## config.mk

```make
export PLATFORM = sky130hd
export DESIGN_NAME = positional_list_engine
export DESIGN_NICKNAME = d
export VERILOG_FILES = /design/src/plk_pkg.sv /design/src/plk_ram.sv /design/src/plk_cmp.sv /design/src/positional_list_engine.sv
export SDC_FILE = /design/constraint.sdc
export NUM_CORES = 2
export LEC_CHECK = 0
export BUFFER_PORTS_ARGS = -buffer_cell sky130_fd_sc_hd__buf_2
export CELL_PAD_IN_SITES_DETAIL_PLACEMENT = 0
export CELL_PAD_IN_SITES_GLOBAL_PLACEMENT = 1
export CORE_UTILIZATION = 35
export DETAILED_ROUTE_END_ITERATION = 12
export GPL_TIMING_DRIVEN = 0
export PLACE_DENSITY = 0.58
export SETUP_SLACK_MARGIN = 0.15
export SYNTH_ARGS = -nofsm -noshare
export SYNTH_HDL_FRONTEND = slang
export SYNTH_SLANG_ARGS = --single-unit
export TNS_END_PERCENT = 100
```

## constraint.sdc

```tcl
create_clock -name clk -period 6.44 [get_ports clk]
set_clock_uncertainty 0.2 [all_clocks]
set_input_delay 1.932 -clock clk [delete_from_list [all_inputs] [get_ports clk]]
set_output_delay 1.932 -clock clk [all_outputs]
set_load 0.02 [all_outputs]
```

## src/plk_pkg.sv

```systemverilog
// Shared types and codes for the positional list engine.
// No dependencies; imported by plk_cmp, positional_list_engine and the testbench.
package plk_pkg;

  // Request operation codes (carried on in_tuser).
  typedef enum logic [2:0] {
    OP_INSERT = 3'd0,
    OP_REMOVE = 3'd1,
    OP_READ   = 3'd2,
    OP_SEARCH = 3'd3,
    OP_MIN    = 3'd4
  } op_t;

  // Result status codes.
  typedef enum logic [1:0] {
    ST_OK    = 2'd0,
    ST_POS   = 2'd1,
    ST_FULL  = 2'd2,
    ST_EMPTY = 2'd3
  } status_t;

  // Field widths of the stream words.
  localparam int unsigned OpW     = 3;
  localparam int unsigned PosW    = 7;
  localparam int unsigned ValW    = 32;
  localparam int unsigned MinPosW = 6;
  localparam int unsigned CountW  = 7;
  localparam int unsigned InDataW  = 40;
  localparam int unsigned OutDataW = 48;

  // Result of the shared comparator.
  typedef struct packed {
    logic eq;
    logic lt;
  } cmp_res_t;

endpackage

```

## src/plk_ram.sv

```systemverilog
// Entry storage: one write port and one registered read port.
// Depends on nothing but its parameters.
module plk_ram #(
  parameter int unsigned DEPTH      = 64,
  parameter int unsigned DATA_WIDTH = 32,
  parameter int unsigned AW         = 6
) (
  input  logic                  clk,
  input  logic                  we,
  input  logic [AW-1:0]         waddr,
  input  logic [DATA_WIDTH-1:0] wdata,
  input  logic [AW-1:0]         raddr,
  output logic [DATA_WIDTH-1:0] rdata
);

  logic [DATA_WIDTH-1:0] mem [DEPTH];

  always_ff @(posedge clk) begin
    if (we) begin
      mem[waddr] <= wdata;
    end
    rdata <= mem[raddr];
  end

endmodule

```

## src/plk_cmp.sv

```systemverilog
// Shared signed comparator used by search and minimum scans.
// Depends on plk_pkg for the result struct.
module plk_cmp #(
  parameter int unsigned DATA_WIDTH = 32
) (
  input  logic [DATA_WIDTH-1:0] a,
  input  logic [DATA_WIDTH-1:0] b,
  output plk_pkg::cmp_res_t     res
);
  import plk_pkg::*;

  always_comb begin
    res.eq = (a == b);
    res.lt = ($signed(a) < $signed(b));
  end

endmodule

```

## src/positional_list_engine.sv

```systemverilog
// Positional list engine: ordered list of up to DEPTH signed entries in one RAM.
// Requests are taken one at a time: in_tready is high only in IDLE, so a new word
// is accepted only after the previous result is loaded. Insert moves entries up
// from the tail, remove and read scan from the position, search and minimum scan
// the whole list; errors and unused ops answer directly. A held result word stalls.
// Reset (rst_n low, synchronous) empties the list; RAM is not cleared. Uses plk_pkg.
module positional_list_engine #(
  parameter int unsigned DEPTH      = 64,
  parameter int unsigned DATA_WIDTH = 32
) (
  input  logic                           clk,
  input  logic                           rst_n,
  input  logic                           in_tvalid,
  output logic                           in_tready,
  // [6:0] position, [38:7] value, [39] zero
  input  logic [plk_pkg::InDataW-1:0]    in_tdata,
  // [2:0] op
  input  logic [plk_pkg::OpW-1:0]        in_tuser,
  output logic                           out_tvalid,
  input  logic                           out_tready,
  // [31:0] data_out, [37:32] min_position, [38] found,
  // [45:39] entry_count, [47:46] status
  output logic [plk_pkg::OutDataW-1:0]   out_tdata
);
  import plk_pkg::*;

  localparam int unsigned AW = (DEPTH > 1) ? $clog2(DEPTH) : 1;
  localparam int unsigned CW = $clog2(DEPTH + 1);
  localparam int unsigned PW = (CW > PosW) ? CW : PosW;

  // IDLE takes a word, INS walks down moving entries up, SCAN walks up
  // (remove, read, search, minimum), DONE waits for the result register.
  typedef enum logic [1:0] {
    S_IDLE,
    S_INS,
    S_SCAN,
    S_DONE
  } state_t;

  state_t                state_r, state_nxt;
  logic [CW-1:0]         count_r, count_nxt;
  logic [CW-1:0]         idx_r, idx_nxt;      // next RAM address to walk
  logic [CW-1:0]         lim_r, lim_nxt;      // scan stops before this index
  logic [PW-1:0]         pos_r, pos_nxt;
  logic [DATA_WIDTH-1:0] val_r, val_nxt;
  logic [OpW-1:0]        op_r, op_nxt;
  logic                  pend_r, pend_nxt;    // RAM read data valid this cycle
  logic [AW-1:0]         pend_idx_r, pend_idx_nxt;
  logic [DATA_WIDTH-1:0] data_r, data_nxt;
  logic [DATA_WIDTH-1:0] best_r, best_nxt;
  logic [AW-1:0]         minpos_r, minpos_nxt;
  logic                  found_r, found_nxt;
  status_t               status_r, status_nxt;
  logic                  out_tvalid_r, out_tvalid_nxt;
  logic [OutDataW-1:0]   out_tdata_r, out_tdata_nxt;

  // RAM and comparator hookup
  logic                  we;
  logic [AW-1:0]         waddr;
  logic [DATA_WIDTH-1:0] wdata;
  logic [AW-1:0]         raddr;
  logic [DATA_WIDTH-1:0] rdata;
  logic [DATA_WIDTH-1:0] cmp_b;
  cmp_res_t              cmp_res;

  // Input word fields
  logic [PosW-1:0]         pos_in;
  logic [ValW-1:0]         val_raw;
  logic [PW-1:0]           pos_in_ext;
  logic [PW-1:0]           count_ext;
  logic [DATA_WIDTH+ValW-1:0] val_sext;
  logic [CW-1:0]           idx_dec;

  // Result field widening
  logic [DATA_WIDTH+ValW-1:0] data_zext;
  logic [CW+CountW-1:0]       cnt_zext;
  logic [AW+MinPosW-1:0]      minpos_zext;

  assign pos_in     = in_tdata[PosW-1:0];
  assign val_raw    = in_tdata[PosW+ValW-1:PosW];
  assign pos_in_ext = PW'(pos_in);
  assign count_ext  = PW'(count_r);
  assign val_sext   = {{DATA_WIDTH{val_raw[ValW-1]}}, val_raw};
  assign idx_dec    = idx_r - 1'b1;

  assign data_zext   = {{ValW{1'b0}}, data_r};
  assign cnt_zext    = {{CountW{1'b0}}, count_r};
  assign minpos_zext = {{MinPosW{1'b0}}, minpos_r};

  assign in_tready  = (state_r == S_IDLE);
  assign out_tvalid = out_tvalid_r;
  assign out_tdata  = out_tdata_r;

  // Minimum compares against the running best, search against the key.
  assign cmp_b = (op_r == OP_MIN) ? best_r : val_r;

  plk_ram #(
    .DEPTH      (DEPTH),
    .DATA_WIDTH (DATA_WIDTH),
    .AW         (AW)
  ) u_ram (
    .clk   (clk),
    .we    (we),
    .waddr (waddr),
    .wdata (wdata),
    .raddr (raddr),
    .rdata (rdata)
  );

  plk_cmp #(
    .DATA_WIDTH (DATA_WIDTH)
  ) u_cmp (
    .a   (rdata),
    .b   (cmp_b),
    .res (cmp_res)
  );

  always_comb begin
    state_nxt      = state_r;
    count_nxt      = count_r;
    idx_nxt        = idx_r;
    lim_nxt        = lim_r;
    pos_nxt        = pos_r;
    val_nxt        = val_r;
    op_nxt         = op_r;
    pend_nxt       = 1'b0;
    pend_idx_nxt   = pend_idx_r;
    data_nxt       = data_r;
    best_nxt       = best_r;
    minpos_nxt     = minpos_r;
    found_nxt      = found_r;
    status_nxt     = status_r;
    out_tvalid_nxt = out_tvalid_r;
    out_tdata_nxt  = out_tdata_r;
    we             = 1'b0;
    waddr          = pend_idx_r;
    wdata          = rdata;
    raddr          = idx_r[AW-1:0];

    // Drop the result once the sink takes it.
    if (out_tvalid_r && out_tready) begin
      out_tvalid_nxt = 1'b0;
    end

    unique case (state_r)
      S_IDLE: begin
        if (in_tvalid) begin
          pos_nxt    = pos_in_ext;
          val_nxt    = val_sext[DATA_WIDTH-1:0];
          op_nxt     = in_tuser;
          data_nxt   = '0;
          best_nxt   = '0;
          minpos_nxt = '0;
          found_nxt  = 1'b0;
          status_nxt = ST_OK;
          state_nxt  = S_DONE;
          case (in_tuser)
            OP_INSERT: begin
              if (count_r == CW'(DEPTH)) begin
                status_nxt = ST_FULL;
              end else if (pos_in_ext > count_ext) begin
                status_nxt = ST_POS;
              end else begin
                idx_nxt   = count_r;
                state_nxt = S_INS;
              end
            end
            OP_REMOVE, OP_READ: begin
              if (count_r == '0) begin
                status_nxt = ST_EMPTY;
              end else if (pos_in_ext >= count_ext) begin
                status_nxt = ST_POS;
              end else begin
                idx_nxt   = CW'(pos_in_ext);
                lim_nxt   = (in_tuser == OP_READ) ? CW'(pos_in_ext + 1'b1) : count_r;
                state_nxt = S_SCAN;
              end
            end
            OP_SEARCH: begin
              idx_nxt   = '0;
              lim_nxt   = count_r;
              state_nxt = S_SCAN;
            end
            OP_MIN: begin
              if (count_r == '0) begin
                status_nxt = ST_EMPTY;
              end else begin
                idx_nxt   = '0;
                lim_nxt   = count_r;
                state_nxt = S_SCAN;
              end
            end
            default: begin
              // unused codes answer ok with zero data
            end
          endcase
        end
      end

      S_INS: begin
        // pend_idx_r is the destination of the word now on rdata.
        raddr = idx_dec[AW-1:0];
        if (pend_r) begin
          we = 1'b1;
        end else if (PW'(idx_r) == pos_r) begin
          we        = 1'b1;
          waddr     = pos_r[AW-1:0];
          wdata     = val_r;
          count_nxt = count_r + 1'b1;
          state_nxt = S_DONE;
        end
        if (PW'(idx_r) > pos_r) begin
          pend_nxt     = 1'b1;
          pend_idx_nxt = idx_r[AW-1:0];
          idx_nxt      = idx_dec;
        end
      end

      S_SCAN: begin
        // pend_idx_r is the source address of the word now on rdata.
        if (idx_r != lim_r) begin
          pend_nxt     = 1'b1;
          pend_idx_nxt = idx_r[AW-1:0];
          idx_nxt      = idx_r + 1'b1;
        end
        if (pend_r) begin
          case (op_r)
            OP_REMOVE: begin
              if (pend_idx_r == pos_r[AW-1:0]) begin
                data_nxt = rdata;
              end else begin
                we    = 1'b1;
                waddr = pend_idx_r - 1'b1;
              end
            end
            OP_READ: begin
              data_nxt = rdata;
            end
            OP_SEARCH: begin
              if (cmp_res.eq) begin
                found_nxt = 1'b1;
              end
            end
            OP_MIN: begin
              if (pend_idx_r == '0 || cmp_res.lt) begin
                best_nxt   = rdata;
                minpos_nxt = pend_idx_r;
              end
            end
            default: begin
            end
          endcase
        end else if (idx_r == lim_r) begin
          if (op_r == OP_REMOVE) begin
            count_nxt = count_r - 1'b1;
          end
          state_nxt = S_DONE;
        end
      end

      S_DONE: begin
        // Load the result register as soon as it is free.
        if (!out_tvalid_r || out_tready) begin
          out_tvalid_nxt = 1'b1;
          out_tdata_nxt  = {status_r, cnt_zext[CountW-1:0], found_r,
                            minpos_zext[MinPosW-1:0], data_zext[ValW-1:0]};
          state_nxt      = S_IDLE;
        end
      end

      default: begin
        state_nxt = S_IDLE;
      end
    endcase
  end

  always_ff @(posedge clk) begin
    if (!rst_n) begin
      state_r      <= S_IDLE;
      count_r      <= '0;
      pend_r       <= 1'b0;
      out_tvalid_r <= 1'b0;
    end else begin
      state_r      <= state_nxt;
      count_r      <= count_nxt;
      pend_r       <= pend_nxt;
      out_tvalid_r <= out_tvalid_nxt;
    end
    idx_r       <= idx_nxt;
    lim_r       <= lim_nxt;
    pos_r       <= pos_nxt;
    val_r       <= val_nxt;
    op_r        <= op_nxt;
    pend_idx_r  <= pend_idx_nxt;
    data_r      <= data_nxt;
    best_r      <= best_nxt;
    minpos_r    <= minpos_nxt;
    found_r     <= found_nxt;
    status_r    <= status_nxt;
    out_tdata_r <= out_tdata_nxt;
  end

  // The list never holds more than DEPTH entries.
  a_count_bound: assert property (@(posedge clk) disable iff (!rst_n)
    count_r <= CW'(DEPTH))
    else $error("entry count exceeds depth");

  // Count moves by at most one per request.
  a_count_step: assert property (@(posedge clk) disable iff (!rst_n)
    rst_n |=> (count_r == $past(count_r) || count_r == $past(count_r) + 1'b1 ||
               count_r == $past(count_r) - 1'b1))
    else $error("entry count jumped");

  // RAM is written only while walking the list.
  a_we_walk: assert property (@(posedge clk) disable iff (!rst_n)
    we |-> (state_r == S_INS || state_r == S_SCAN))
    else $error("RAM write outside a walk");

  // An accepted word always starts work.
  a_accept_busy: assert property (@(posedge clk) disable iff (!rst_n)
    (in_tvalid && in_tready) |=> (state_r != S_IDLE))
    else $error("accepted word dropped");

endmodule

```

After elaboration in Yosys (flattened, before gate mapping)
Memory sizes are Yosys's and may differ from the RTL's. A register that Yosys moved wholly into a read port is not among the register bits.
Index checks and enable logic that the tools add are counted.
W data, S select, Z words.

word-level totals
  input port bits = 47
  memories kept = 1
  output and inout port bits = 50
  word-level logic and storage cells = 179
  register bits = 194
  memory bits (writable) = 2,048

cells by class
  add/subtract/negate cells = 6
  reductions and logical operators = 23
  eq/ne operators = 42
  order comparisons = 4
  mux-type cells = 87

memory list
  name       words  width  rd ports  clocked after Yosys merged registers in  wr ports  line           text
  u_ram.mem  64     32     1         1                                        1         plk_ram.sv:16  logic [DATA_WIDTH-1:0] mem [DEPTH];

operator list
  kind                   number
  $mux W32               10
  $pmux W32 S2           3
  $mux W7                17
  $mux W6                12
  $pmux W7 S3            2
  $pmux W6 S2            3
  $eq A32 B32 Y1         1
  $lt A32 B32 Y1         1
  $ne A2 B2 Y1 const B   16
  $pmux W7 S4            1
  $mux W2                11
  $add A7 B1 Y7 const B  3
  $mux W1                21
  $ne A3 B3 Y1 const B   6
  $reduce_and A6 Y1      3
  $pmux W2 S4            2
  $reduce_and A5 Y1      3
  $eq A7 B7 Y1           2
  $gt A7 B7 Y1           2
  $pmux W7 S2            1
  $sub A7 B1 Y7 const B  2
  $eq A3 B2 Y1 const B   4
  $reduce_and A10 Y1     1
  $eq A7 B7 Y1 const B   1
  25 further kinds       34

Longest topological paths before layout
  depth in word-level cells = 8
  mapped depth = 14
  gate-level depth less buffers = 11

Modules after synthesis
A second synthesis with hierarchy kept.

unflattened totals
  cell total of the unflattened synthesis = 4,277
  area total of the unflattened synthesis = 88,929.0 sq um

by module, submodules not included
  module                  sequential area each (sq um)  cells an instance  area an instance (sq um)  instances
  plk_ram                 62,139.6                      3,511              79,039.6                  1
  positional_list_engine  5,715.5                       653                9,068.7                   1
  plk_cmp                 0.0                           113                820.8                     1

Worst setup path after synthesis
No wires, ideal clock.

  path type = reg2reg
  from = register idx_r[0]
  to = memory u_ram.mem[40][0] (enable)
  data required time = 5.779 ns
  setup slack = 1.350 ns
  buffers on the path = 2
  period minus slack after synthesis = 5.090 ns
  arrival time = 4.428 ns
  library setup time = 0.461 ns
  cell stages (with the launch flop) = 12
  cell sequence = edfxtp_1 buf_2 inv_1 ha_1 and4_1 nand2_1 o21ai_0 a21oi_1 nor4_2 nand2_1 buf_2 nor3_1

between the ends
  cells in the longest elaborated chain, start to end = 6
  elaborated cells on any way between the ends = 9
  those cells by class = eq/ne (1); mux (8)

RTL lines
  element                        line                           text
  start, declared                positional_list_engine.sv:42   logic [CW-1:0] idx_r, idx_nxt;
  start signal, assigned         positional_list_engine.sv:289  idx_r <= idx_nxt;
  $eq A7 B7 Y1 *                 positional_list_engine.sv:205  end else if (PW'(idx_r) == pos_r) begin
  $mux W1                        positional_list_engine.sv:205
  $mux W1                        positional_list_engine.sv:203  if (pend_r) begin
  $pmux W1 S2                    positional_list_engine.sv:145  unique case (state_r)
  $mux W1                        plk_ram.sv:19                  if (we) begin
  $mux W1 (not written as such)  plk_ram.sv:20                  mem[waddr] <= wdata;
  end, declared                  plk_ram.sv:16

Mark *: on every way between the ends. The rest lies on a longest branch, timed or not.

Final worst setup path
  from = register state_r[1]
  to = register u_ram.rdata[24] (read register of u_ram.mem)

between the ends
  cells in the longest elaborated chain, start to end = 2

RTL lines
  element                 line                           text
  start, declared         positional_list_engine.sv:40   state_t state_r, state_nxt;
  start signal, assigned  positional_list_engine.sv:284  state_r <= state_nxt;
  $eq A2 B1 Y1            positional_list_engine.sv:145
  $mux W6                 positional_list_engine.sv:145
  end, declared           plk_ram.sv:13                  output logic [DATA_WIDTH-1:0] rdata

Every way passes these cells.
A chain may end at the register's enable or synchronous reset.

==> results.md <==
- Number of DRC markers in iteration 0: 5959
- GP Congestion: 0.914
- Slew @ Worst Pin: 1.36 ns
- Startpoint types: flop
- Post-DRT Antenna Nets: 0
- CP arrival: 6.21 ns
- Max_cap viols: 0
- Layout fillers: 22.4k
- Max FO, Critical Path: 10
- Vias in the first global route: 47.5k
- Largest net degree at the start of global routing: 65
- Post-synth EDFFs: 2231
- Top cells by area, synth: edfxtp_1 (75%), mux4_2 (6.5%), mux2i_1 (4.1%), nand2_1 (1.8%), nand4_1 (1.1%)
- CTS Buf Count: 229
- Yosys warning count: 0
- Status: complete, no violations
- Final Hold Fails: 0
- First-pass GRT wire length: 380000 um
- CTS tree: built
- Die W: 506 um
- Post-synthesis cell area: 89000 um^2
- Critical path required time: 6.84 ns
- IO Count: 97
- Seq cells post-synth: 2274
- Post-CTS setup buffer count: 0
- Starting Density: 35.3%
- Detailed Route WL: 276000 um
- List of most frequent post-synthesis cells: edfxtp_1 (2231), nand2_1 (437), mux2i_1 (361)
- CP Class: reg -> reg
- Core area: 252000 um^2
- Fraction of the yosys area taken by sequential cells: 76.2%
- PnR worst setup slack: 0.633 ns
- Post-synth top area cell: edfxtp_1
- First-pass iteration count of the detailed router: 9
- Fraction of layout cells with a size suffix above 1: 21.0%
- Via density: 5.49
- Num Clock Sinks: 2274
- Hold Crit Class: reg -> reg
- Clock transition at path regs: 0.06 ns
- Yosys cell types: 82
- Final Max Tran Viols: 0
- Remaining global-route overflow: 0
- # resized after CTS: 0
- Mean Syn Cell Area: 18.4 um^2
- Post-layout min period: 5.81 ns
- Worst-skew pair later-pin latency: 0.90 ns
- Pwr per Cell Area: 524 nW/um^2
- Top_reg_cell synth: edfxtp_1
- Final Setup Violations: 0
- Routed len/inst: 30.9 um
- Fin crit share: 90.2%
- Finished Cell Area: 104000 um^2
- Worst-case clock buffer depth: 3
- Vert. Die Dim: 506 um
- Final net count: 5488
- Clk root buf: clkbuf_16
- Dpl ws: 0.667 ns
- Post-Syn Nets: 4952
- # port buffers: 95
- Routed vias: 49.0k
- Cell count after synthesis: 4844
- Initial antenna violation count: 23
- Leakage power: 0.0343 uW
- GRT Util Overall: 21.2%
- Die ar.: 256000 um^2
- Max Fclk: 172 MHz
- # DRC: 0
- Slew headroom: 9.55%
- # hold bufs at CTS: 0
- Share of the synthesized area in the top cell type: 75.3%
- Layout area overhead: 16.8%
- Worst setup EP type: flop
- H-tree levels: 4
- Unrepaired setup endpoints after global routing: false
- Placed Area: 96800 um^2
- Synth async-reset ratio: 0%
- Tot Pwr: 54500 uW
- Hold_ws: 0.216 ns
- Post-DP HPWL: 191000 um
- Peak VDD IR: 0.338 mV
- Count leader, synth: edfxtp_1
- Std cell rows: 184
==> worst paths after layout <==
kind,end,from,depth (start not counted),slack [ns]
worst max register to register,u_ram.rdata[24],state_r[1],10,0.63
worst max-delay path,u_ram.rdata[24],state_r[1],10,0.63
worst min-delay path,out_tdata[38],found_r,0,0.22
worst min register to register,out_tdata[38],found_r,0,0.22
==> registers in the layout (all words and copies together), names as in the netlist, 7 cells and up <==
| register | cells |
|---|---|
| u_ram.mem | 2048 |
| out_tdata | 48 |
| best_r | 32 |
| data_r | 32 |
| u_ram.rdata | 32 |
| val_r | 32 |
| count_ext | 7 |
| idx_r | 7 |
| lim_r | 7 |
| pos_r | 7 |
==> layout make-up <==
| class | count | area, um^2 | area share (%) |
|---|---|---|---|
| clock buffers | 283 | 6150 | 5.92 |
| flip-flops and latches | 2274 | 67900 | 65.3 |
| diodes | 8 | 20.0 | 0.0193 |
| multi-input cells | 2240 | 20100 | 19.3 |
| inverters | 36 | 135 | 0.130 |
| plain buffers | 294 | 1430 | 1.37 |
| clock inverters | 150 | 991 | 0.953 |
| well taps | 3348 | 4190 | 4.03 |
| repair buffers | 305 | 3120 | 3.00 |
==> metrics by stage <==
stage               instances  utilization [%]  setup TNS (ns)
floorplan                4844                -               0
CTS                      8929             41.2               0
finish                   8938             41.3               0
detailed placement       8496             38.4               0
global route             8932             41.2               0
global placement         8287             37.2        -3607.26
==> cell usage in the layout, fill, tap and decap left out, types with 17 or more instances in the layout <==
cell type / n
nand4_1: 157
a221oi_1: 20
inv_1: 35
a22oi_1: 54
buf_6: 165
buf_12: 24
dfxtp_1: 43
nor2_1: 48
mux4_2: 256
buf_4: 47
nand2_1: 437
nor2_4: 17
mux2i_1: 361
and2_1: 47
nand3_1: 181
ha_1: 60
o21ai_0: 25
and4_1: 22
edfxtp_1: 2231
a31oi_1: 52
and3_1: 25
nor3_2: 48
clkinv_1: 65
buf_1: 27
a32oi_1: 60
a21oi_1: 37
xnor2_1: 25
clkinv_2: 60
mux2_4: 31
a222oi_1: 98
buf_2: 202
clkbuf_1: 160
clkbuf_16: 238
==> power breakdown <==
part / switching [uW] / internal (uW) / total [uW]
clock: 5660 / 7100 / 12800
sequential: 367 / 19100 / 19400
combinational: 16000 / 6320 / 22300
total: 22000 / 32500 / 54500
==> kinds of logic (layout without fill, tap and decap cells) <==
kind of cell / Yosys count / after routing / share of synthesized area (%)
xor+xnor: 38 / 38 / 0.374
buf+inv: 330 / 1068 / 1.76
compound gates: 441 / 441 / 4.07
mux: 651 / 651 / 11.0
simple gates: 1049 / 1049 / 5.74
flops: 2274 / 2274 / 76.2
other cells: 0 / 8 / 0
fa+ha+maj: 61 / 61 / 0.866
==> routing by layer <==
layer / vias up / routed length (um) / global-route usage [%]
li1: 20900 / - / -
met3: 373 / 22100 / 4.36
met1: 25700 / 118000 / 29.7
met4: 6 / 10600 / 8.00
met2: 2051 / 125000 / 32.6
met5: - / 46 / 0
==> critical path, cell delays in order, from the launching register on <==
cell and delay, ns:
dfxtp_1 0.39, inv_1 0.08, ha_1 0.30, ha_1 0.31, buf_2 0.32, buf_2 0.56, clkbuf_1 0.89, mux4_2 0.61
a22oi_1 0.73, and4_1 0.61, nand4_1 0.45
(Power assumes the default switching activity.)
